$ cat config.mk
export PLATFORM = sky130hd
export DESIGN_NAME = buddy_block_allocator_flat
export DESIGN_NICKNAME = d
export VERILOG_FILES = /design/src/design/bba_pkg.sv /design/src/design/bba_if.sv /design/src/design/buddy_block_allocator.sv /design/src/design/bba_mem.sv /design/src/flat_wrapper.sv
export SDC_FILE = /design/constraint.sdc
export NUM_CORES = 2
export LEC_CHECK = 0
export BUFFER_PORTS_ARGS = -buffer_cell sky130_fd_sc_hd__buf_4
export CELL_PAD_IN_SITES_DETAIL_PLACEMENT = 0
export CELL_PAD_IN_SITES_GLOBAL_PLACEMENT = 1
export CORE_MARGIN = 8
export CORE_UTILIZATION = 56
export CTS_CLUSTER_SIZE = 28
export DETAILED_ROUTE_END_ITERATION = 16
export PLACE_DENSITY = 0.77
export SYNTH_ARGS = -nofsm -noshare
export SYNTH_HDL_FRONTEND = slang
export SYNTH_SLANG_ARGS = --single-unit
$ cat constraint.sdc
create_clock -name clk -period 5.85 [get_ports clk]
set_input_delay 0.585 -clock clk [delete_from_list [all_inputs] [get_ports clk]]
set_output_delay 0.585 -clock clk [all_outputs]
set_load 0.02 [all_outputs]
$ cat src/design/bba_pkg.sv
// Package: shared types and codes of the buddy block allocator.
package bba_pkg;

	localparam logic CMD_ALLOC = 1'b0;
	localparam logic CMD_DUMP  = 1'b1;

	localparam logic KIND_STATUS = 1'b0;
	localparam logic KIND_ENTRY  = 1'b1;

	localparam logic [1:0] ST_OK   = 2'd0;
	localparam logic [1:0] ST_NOFIT = 2'd1;
	localparam logic [1:0] ST_FULL = 2'd2;

	localparam logic [4:0] TOTAL_ORDER_RESET = 5'd10;

	typedef struct packed {
		logic [4:0]  order;
		logic [15:0] owner;
	} blk_t;

	typedef struct packed {
		logic        command;
		logic [15:0] owner_id;
		logic [30:0] request_size;
	} req_t;

	typedef struct packed {
		logic        kind;
		logic [1:0]  status;
		logic [6:0]  block_total;
		logic [15:0] entry_owner;
		logic [4:0]  entry_order;
		logic        last;
	} rsp_t;

	// Smallest k (capped at 31) with 2^k >= size.
	function automatic logic [4:0] need_order(input logic [30:0] size);
		logic [4:0] k;
		k = 5'd31;
		for (int b = 30; b >= 0; b--) begin
			if ({32'd0, size} <= (64'd1 << b)) k = 5'(b);
		end
		return k;
	endfunction

endpackage

$ cat src/design/bba_if.sv
// Interfaces: valid/ready channels for requests and results.
interface bba_req_if;
	logic          valid;
	logic          ready;
	bba_pkg::req_t data;
	modport source (output valid, output data, input ready);
	modport sink (input valid, input data, output ready);
endinterface

interface bba_rsp_if;
	logic          valid;
	logic          ready;
	bba_pkg::rsp_t data;
	modport source (output valid, output data, input ready);
	modport sink (input valid, input data, output ready);
endinterface

$ cat src/design/buddy_block_allocator.sv
// Top level: buddy block allocator, sequencer around the block list memory.
//
//  channel | dir | handshake   | payload
//  req     | in  | valid/ready | command, owner_id, request_size
//  rsp     | out | valid/ready | kind, status, block_total, entry_owner, entry_order, last
//  cfg     | in  | cfg_we      | cfg_data = total_order
//
// One item at a time. An allocate scans the list top down, reading each entry
// in S_RD and checking it in S_CHK, in two passes (exact fit, then larger);
// then each split shifts the entries above the pick up by one, reading and
// writing each moved entry. A dump reads the entries top down, one entry per
// read, and waits while the output stalls. Reset and a total_order write rebuild
// entry 0 in S_INIT; a stalled result holds in the output register.
module buddy_block_allocator #(
	parameter int DEPTH = 64
) (
	input  logic        clk,
	input  logic        arst_n,
	input  logic        cfg_we,
	input  logic [4:0]  cfg_data,
	bba_req_if.sink     req,
	bba_rsp_if.source   rsp
);
	localparam int AW = (DEPTH > 1) ? $clog2(DEPTH) : 1;
	localparam int CW = 7;

	localparam logic [3:0] S_IDLE  = 4'd0;
	localparam logic [3:0] S_RD    = 4'd1;
	localparam logic [3:0] S_CHK   = 4'd2;
	localparam logic [3:0] S_SPLIT = 4'd3;
	localparam logic [3:0] S_MVRD  = 4'd4;
	localparam logic [3:0] S_MVWR  = 4'd5;
	localparam logic [3:0] S_HALF  = 4'd6;
	localparam logic [3:0] S_OUT   = 4'd7;
	localparam logic [3:0] S_DRD   = 4'd8;
	localparam logic [3:0] S_DOUT  = 4'd9;
	localparam logic [3:0] S_INIT  = 4'd10;

	logic [3:0]    state_q;
	logic [4:0]    total_q;
	logic [CW-1:0] count_q;
	logic [CW-1:0] idx_q;     // scan / move index
	logic          pass_q;    // 0 exact pass, 1 larger pass
	logic [AW-1:0] pos_q;
	logic [4:0]    need_q;
	logic [15:0]   owner_q;
	logic [4:0]    splits_q;
	logic [4:0]    cur_q;     // order of block at pos
	logic          cmd_q;
	bba_pkg::rsp_t out_q;
	logic          out_v_q;

	logic          we;
	logic [AW-1:0] waddr, raddr;
	bba_pkg::blk_t wdata, rdata;

	bba_mem #(.DEPTH(DEPTH), .AW(AW)) u_mem (
		.clk(clk), .we(we), .waddr(waddr), .wdata(wdata),
		.raddr(raddr), .rdata(rdata)
	);

	assign req.ready = (state_q == S_IDLE) && !out_v_q;
	assign rsp.valid = out_v_q;
	assign rsp.data  = out_q;

	logic [CW-1:0] idx_m1;
	assign idx_m1 = idx_q - CW'(1);

	// Memory port control
	always_comb begin
		we    = 1'b0;
		waddr = pos_q;
		wdata = '{order: cur_q, owner: owner_q};
		raddr = idx_m1[AW-1:0];
		unique case (state_q)
			S_INIT: begin
				we    = 1'b1;
				waddr = '0;
				wdata = '{order: total_q, owner: 16'd0};
			end
			S_CHK: begin
				if (!pass_q && rdata.owner == 16'd0 && rdata.order == need_q) begin
					we    = 1'b1;
					waddr = idx_m1[AW-1:0];
					wdata = '{order: need_q, owner: owner_q};
				end
			end
			S_MVWR: begin
				we    = 1'b1;
				waddr = idx_q[AW-1:0];
				wdata = rdata;
			end
			// Lower half stays free; the upper half becomes the next pos
			S_HALF: begin
				we    = 1'b1;
				waddr = pos_q;
				wdata = '{order: cur_q - 5'd1, owner: 16'd0};
			end
			S_OUT: begin
				we    = (splits_q == 5'd0) && (out_q.status == bba_pkg::ST_OK)
				        && !out_v_q && cmd_q == bba_pkg::CMD_ALLOC && pass_q;
				waddr = pos_q;
				wdata = '{order: need_q, owner: owner_q};
			end
			default: ;
		endcase
	end

	// Sequencer
	always_ff @(posedge clk or negedge arst_n) begin
		if (!arst_n) begin
			state_q <= S_INIT;
			total_q <= bba_pkg::TOTAL_ORDER_RESET;
			count_q <= CW'(1);
			out_v_q <= 1'b0;
			idx_q   <= '0;
			pass_q  <= 1'b0;
		end else begin
			// Drop a taken result unless the dump loads the next one
			if (rsp.valid && rsp.ready && (cfg_we || state_q != S_DOUT)) out_v_q <= 1'b0;
			if (cfg_we) begin
				total_q <= cfg_data;
				state_q <= S_INIT;
			end else begin
				unique case (state_q)
					S_INIT: begin
						count_q <= CW'(1);
						state_q <= S_IDLE;
					end
					S_IDLE: begin
						if (req.valid && req.ready) begin
							cmd_q   <= req.data.command;
							owner_q <= req.data.owner_id;
							need_q  <= bba_pkg::need_order(req.data.request_size);
							idx_q   <= count_q;
							pass_q  <= 1'b0;
							state_q <= (req.data.command == bba_pkg::CMD_DUMP) ? S_DRD : S_RD;
						end
					end
					S_RD: begin
						if (idx_q == '0) begin
							if (!pass_q) begin
								pass_q  <= 1'b1;
								idx_q   <= count_q;
							end else begin
								out_q <= '{bba_pkg::KIND_STATUS, bba_pkg::ST_NOFIT,
									count_q, 16'd0, need_q, 1'b1};
								splits_q <= 5'd0;
								pass_q   <= 1'b0;
								state_q  <= S_OUT;
							end
						end else begin
							state_q <= S_CHK;
						end
					end
					S_CHK: begin
						if (rdata.owner == 16'd0 && !pass_q && rdata.order == need_q) begin
							out_q <= '{bba_pkg::KIND_STATUS, bba_pkg::ST_OK,
								count_q, 16'd0, need_q, 1'b1};
							splits_q <= 5'd0;
							pass_q   <= 1'b0;
							state_q  <= S_OUT;
						end else if (rdata.owner == 16'd0 && pass_q && rdata.order > need_q) begin
							pos_q    <= idx_m1[AW-1:0];
							cur_q    <= rdata.order;
							splits_q <= rdata.order - need_q;
							state_q  <= S_SPLIT;
						end else begin
							idx_q   <= idx_m1;
							state_q <= S_RD;
						end
					end
					S_SPLIT: begin
						if (8'(count_q) + 8'(splits_q) > 8'(DEPTH)) begin
							out_q <= '{bba_pkg::KIND_STATUS, bba_pkg::ST_FULL,
								count_q, 16'd0, need_q, 1'b1};
							splits_q <= 5'd0;
							pass_q   <= 1'b0;
							state_q  <= S_OUT;
						end else begin
							idx_q   <= count_q;
							state_q <= S_MVRD;
						end
					end
					// Shift entries above pos up by one, top first
					S_MVRD: begin
						if (idx_q <= CW'(pos_q) + CW'(1)) state_q <= S_HALF;
						else state_q <= S_MVWR;
					end
					S_MVWR: begin
						idx_q   <= idx_m1;
						state_q <= S_MVRD;
					end
					S_HALF: begin
						count_q  <= count_q + CW'(1);
						pos_q    <= AW'(pos_q + AW'(1));
						cur_q    <= cur_q - 5'd1;
						splits_q <= splits_q - 5'd1;
						if (splits_q == 5'd1) begin
							out_q <= '{bba_pkg::KIND_STATUS, bba_pkg::ST_OK,
								count_q + CW'(1), 16'd0, need_q, 1'b1};
							pass_q  <= 1'b1;
							state_q <= S_OUT;
						end else begin
							idx_q   <= count_q + CW'(1);
							state_q <= S_MVRD;
						end
					end
					S_OUT: begin
						if (!out_v_q) begin
							out_v_q <= 1'b1;
							state_q <= S_IDLE;
						end
					end
					// Dump: one entry per read, top down
					S_DRD: state_q <= S_DOUT;
					S_DOUT: begin
						if (!out_v_q || rsp.ready) begin
							out_q <= '{bba_pkg::KIND_ENTRY, bba_pkg::ST_OK, count_q,
								rdata.owner, rdata.order, idx_q == CW'(1)};
							out_v_q <= 1'b1;
							idx_q   <= idx_m1;
							state_q <= (idx_q == CW'(1)) ? S_IDLE : S_DRD;
						end
					end
					default: state_q <= S_IDLE;
				endcase
			end
		end
	end
endmodule

$ cat src/design/bba_mem.sv
// Block list memory: one write port, one registered read port.
module bba_mem #(
	parameter int DEPTH = 64,
	parameter int AW = 6
) (
	input  logic          clk,
	input  logic          we,
	input  logic [AW-1:0] waddr,
	input  bba_pkg::blk_t wdata,
	input  logic [AW-1:0] raddr,
	output bba_pkg::blk_t rdata
);
	bba_pkg::blk_t mem [DEPTH];

	// Write and read, read data registered
	always_ff @(posedge clk) begin
		if (we) mem[waddr] <= wdata;
		rdata <= mem[raddr];
	end
endmodule

$ cat src/flat_wrapper.sv
// flat-port wrapper written by rule: the top's interface ports become plain ports
module buddy_block_allocator_flat 
#(
	parameter int DEPTH = 64
)
  (clk, arst_n, cfg_we, cfg_data, req_valid, req_data, req_ready, rsp_valid, rsp_data, rsp_ready);
  bba_req_if req_i ();
  bba_rsp_if rsp_i ();
  input  logic clk;
  input  logic arst_n;
  input  logic cfg_we;
  input  logic [4:0] cfg_data;
  input wire logic [$bits(req_i.valid)-1:0] req_valid;
  input wire logic [$bits(req_i.data)-1:0] req_data;
  output wire logic [$bits(req_i.ready)-1:0] req_ready;
  output wire logic [$bits(rsp_i.valid)-1:0] rsp_valid;
  output wire logic [$bits(rsp_i.data)-1:0] rsp_data;
  input wire logic [$bits(rsp_i.ready)-1:0] rsp_ready;
  assign req_i.valid = req_valid;
  assign req_i.data = req_data;
  assign req_ready = req_i.ready;
  assign rsp_valid = rsp_i.valid;
  assign rsp_data = rsp_i.data;
  assign rsp_i.ready = rsp_ready;
  buddy_block_allocator #(.DEPTH(DEPTH)) u_core (.clk(clk), .arst_n(arst_n), .cfg_we(cfg_we), .cfg_data(cfg_data), .req(req_i), .rsp(rsp_i));
endmodule
==> impl_metrics.json <==
{
  "syn_to_final_growth_pct": 13.1,
  "final_cells": 4407,
  "cp.depth": 9,
  "drv_slew": 0,
  "drc": 0,
  "cts_tree": "done",
  "finalHoldViolations": 0,
  "drive_above_1_share": 0.313,
  "crit_buf_inv": 1,
  "synth_edf_count": 1414,
  "grt_setup_unrepaired": "false",
  "chipWidth_um": 338,
  "post_cts_buffers": 0,
  "wl_mm": 142,
  "postRouteAntennaNets": 0,
  "yosys-top-cells-area": "edfxtp_1, mux4_2, dfrtp_1",
  "async_reset_ff_frac": 0.0171,
  "yosysMostFrequentCell": "edfxtp_1",
  "grt_pass1_vias": 29300,
  "holdCritPathClass": "input pin to flip-flop",
  "synth_ff_type": "edfxtp_1",
  "drt_iter0_markers": 3447,
  "postCtsHoldBufs": 10,
  "clock_path_buffers": 3,
  "grt_max_degree": 109,
  "finalCritPeriodShare": 0.730,
  "yosysUniqueCellTypes": 79,
  "antenna_found_initial": 8,
  "numClockSinks": 1460,
  "cts_resized": 0,
  "grt_pass1_wl_mm": 206,
  "worstPathCellList": "nor4_1, and4_1, a21o_1, o21ai_2, a222oi_1, nor2b_1, nand2_1, nor2_2, buf_4",
  "synth_top_area_cell": "edfxtp_1",
  "core_um2": 103000,
  "initial_core_util": 0.562,
  "rr_worst_depth": 9,
  "critPathTopFamily": "simple AND/OR/NAND/NOR gates",
  "synth_fp_nets": 2776,
  "die_h_um": 338,
  "cp.arrival_ps": 4650,
  "io_buffer_count": 91,
  "critPathRequiredTime_ps": 6220,
  "overflow": 0,
  "wl_per_cell_um": 32.3,
  "globalRouteTotalUtil": 0.251,
  "avgViaCountPerCell": 6.58,
  "syn-cell-area_um2": 58000,
  "dr_total_vias": 29000,
  "place.detailed.hpwl_mm": 82.2,
  "worstSetupStartpointType": "flip-flop",
  "endpoint_kind": "flip-flop",
  "worst_path_max_delay_cell": "nor4_1",
  "final_core_util": 0.636,
  "worstSetupPathType": "flip-flop to flip-flop",
  "power.leakage_uw": 0.0209,
  "die-area_um2": 114000,
  "post-place-cells": 4133,
  "synthCells": 2691,
  "finalNetCount": 2998,
  "h-tree-depth": 4,
  "gp_congestion": 0.861,
  "status": "finished clean",
  "max_stage_delay_ps": 590,
  "firstDrtPassIters": 5,
  "worstSkewPairLatency_ps": 760,
  "cp_max_fo": 21,
  "cts.clk_slew.worst_paths_ps": 60,
  "skew_ps": 40.1,
  "fin_tns_setup_ps": 0,
  "synth_area_per_cell_um2": 21.6,
  "numCtsBuffers": 148,
  "fmax_ghz": 0.234,
  "hold_depth": 1,
  "fin_crit_ps": 4270,
  "peakVddDrop_v": 0.000826,
  "ys_seq_area_frac": 0.750,
  "power.density_nw_per_um2": 497,
  "ys_top_cells_by_count": "edfxtp_1, mux4_2, nor2_1",
  "max_slew_margin": 0.0712,
  "num_rows": 118,
  "setup_viol": 0,
  "root_buffer": "clkbuf_16",
  "cap_viol_max_count": 0,
  "ys_warn_count": 0,
  "ys_ff_latch": 1460,
  "ios": 92,
  "synth_top_area_frac": 0.732,
  "worst_slew_pin_slew_ps": 1390
}
==> stage by stage <==
step | power, uW | area (um^2) | setup WS (ps) | hold WS [ps]
6_report | 32600 | 65600 | 1580 | 34.6
2_1_floorplan | 20000 | 58000 | 698 | 289
4_1_cts | 32800 | 65600 | 1670 | 1.53
3_3_place_gp | 23900 | 61000 | 1740 | 526
3_5_place_dp | 24000 | 61000 | 1700 | 532
5_1_grt | 33700 | 65600 | 1480 | 12.5
==> layout make-up <==
cell class	instances	area, um^2
inverters	35	131
fillers	6755	37600
clock buffers	201	4050
flip-flops and latches	1460	43500
repair buffers	196	1580
multi-input cells	1072	14200
clock inverters	62	454
diodes	1	2.50
well taps	1380	1730
==> flip-flops by register name, summed over array words and instances (netlist names), 6 cells and up <==
name / flops
u_core.idx_q: 7
u_core.rsp.data: 32
u_core.u_mem.rdata: 21
u_core.pos_q: 6
u_core.count_q: 7
u_core.owner_q: 16
u_core.u_mem.mem: 1344
==> where the power goes <==
group,total [uW],internal [uW],switching (uW)
Sequential,12200,11900,314
Clock,8840,4990,3860
Combinational,11600,5410,6210
Total,32600,22300,10400
==> logic make-up (layout without fill, tap and decap cells) <==
| kind of cell | count (synthesis) | after routing | share of synthesized area |
|---|---|---|---|
| buffers and inverters | 159 | 494 | 0.0113 |
| and+or+nand+nor | 365 | 365 | 0.0312 |
| other | 0 | 1 | 0 |
| DFF | 1460 | 1460 | 0.750 |
| adders and majority gates | 27 | 27 | 0.00608 |
| muxes | 457 | 457 | 0.174 |
| AOI/OAI and AO/OA | 203 | 203 | 0.0243 |
| xor gates and xnor gates | 20 | 20 | 0.00302 |
==> worst paths after layout <==
path,to,start,slack [ps]
setup / recovery,u_core.u_mem.mem[58][6],u_core.u_mem.rdata[0],1580
hold / removal,u_core.owner_q[7],req_data[38],30
setup reg to reg,u_core.u_mem.mem[58][6],u_core.u_mem.rdata[0],1580
hold reg to reg,u_core.total_q[2],u_core.total_q[2],560
max in group asynchronous,u_core.total_q[1],arst_n,5210
min in group asynchronous,u_core.idx_q[1],arst_n,320
==> layer usage <==
layer  global-route usage  vias up  share of wire
li1                     -    11800              -
met1                0.349    15400           0.39
met2                0.408     1536           0.49
met3               0.0480      241          0.090
met4               0.0791        4          0.031
met5                    0        -        0.00019
==> layout by cell type, fill, tap and decap left out, types with 6 or more instances in the layout <==
| cell type | n |
|---|---|
| nor3_1 | 26 |
| buf_4 | 179 |
| nand4_1 | 7 |
| ha_1 | 24 |
| xor2_1 | 8 |
| dlygate4sd3_1 | 10 |
| nand2b_1 | 13 |
| clkbuf_1 | 42 |
| or3_1 | 13 |
| nor2_1 | 57 |
| nor2_2 | 63 |
| inv_1 | 35 |
| nor2b_1 | 9 |
| nand3_1 | 29 |
| a22o_2 | 16 |
| clkinv_2 | 14 |
| edfxtp_1 | 1414 |
| clkinv_1 | 27 |
| a211oi_1 | 9 |
| o21ai_0 | 53 |
| clkbuf_8 | 8 |
| xnor2_1 | 9 |
| dfxtp_1 | 21 |
| a21oi_1 | 37 |
| a221o_1 | 9 |
| buf_12 | 7 |
| a21o_1 | 8 |
| mux4_2 | 441 |
| o211ai_1 | 7 |
| nor4_1 | 18 |
| mux2_2 | 8 |
| and2_1 | 24 |
| clkbuf_16 | 151 |
| and3_1 | 6 |
| dfrtp_1 | 19 |
| inv_6 | 8 |
| nand2_1 | 68 |
Power figures use the tool's default switching activity.
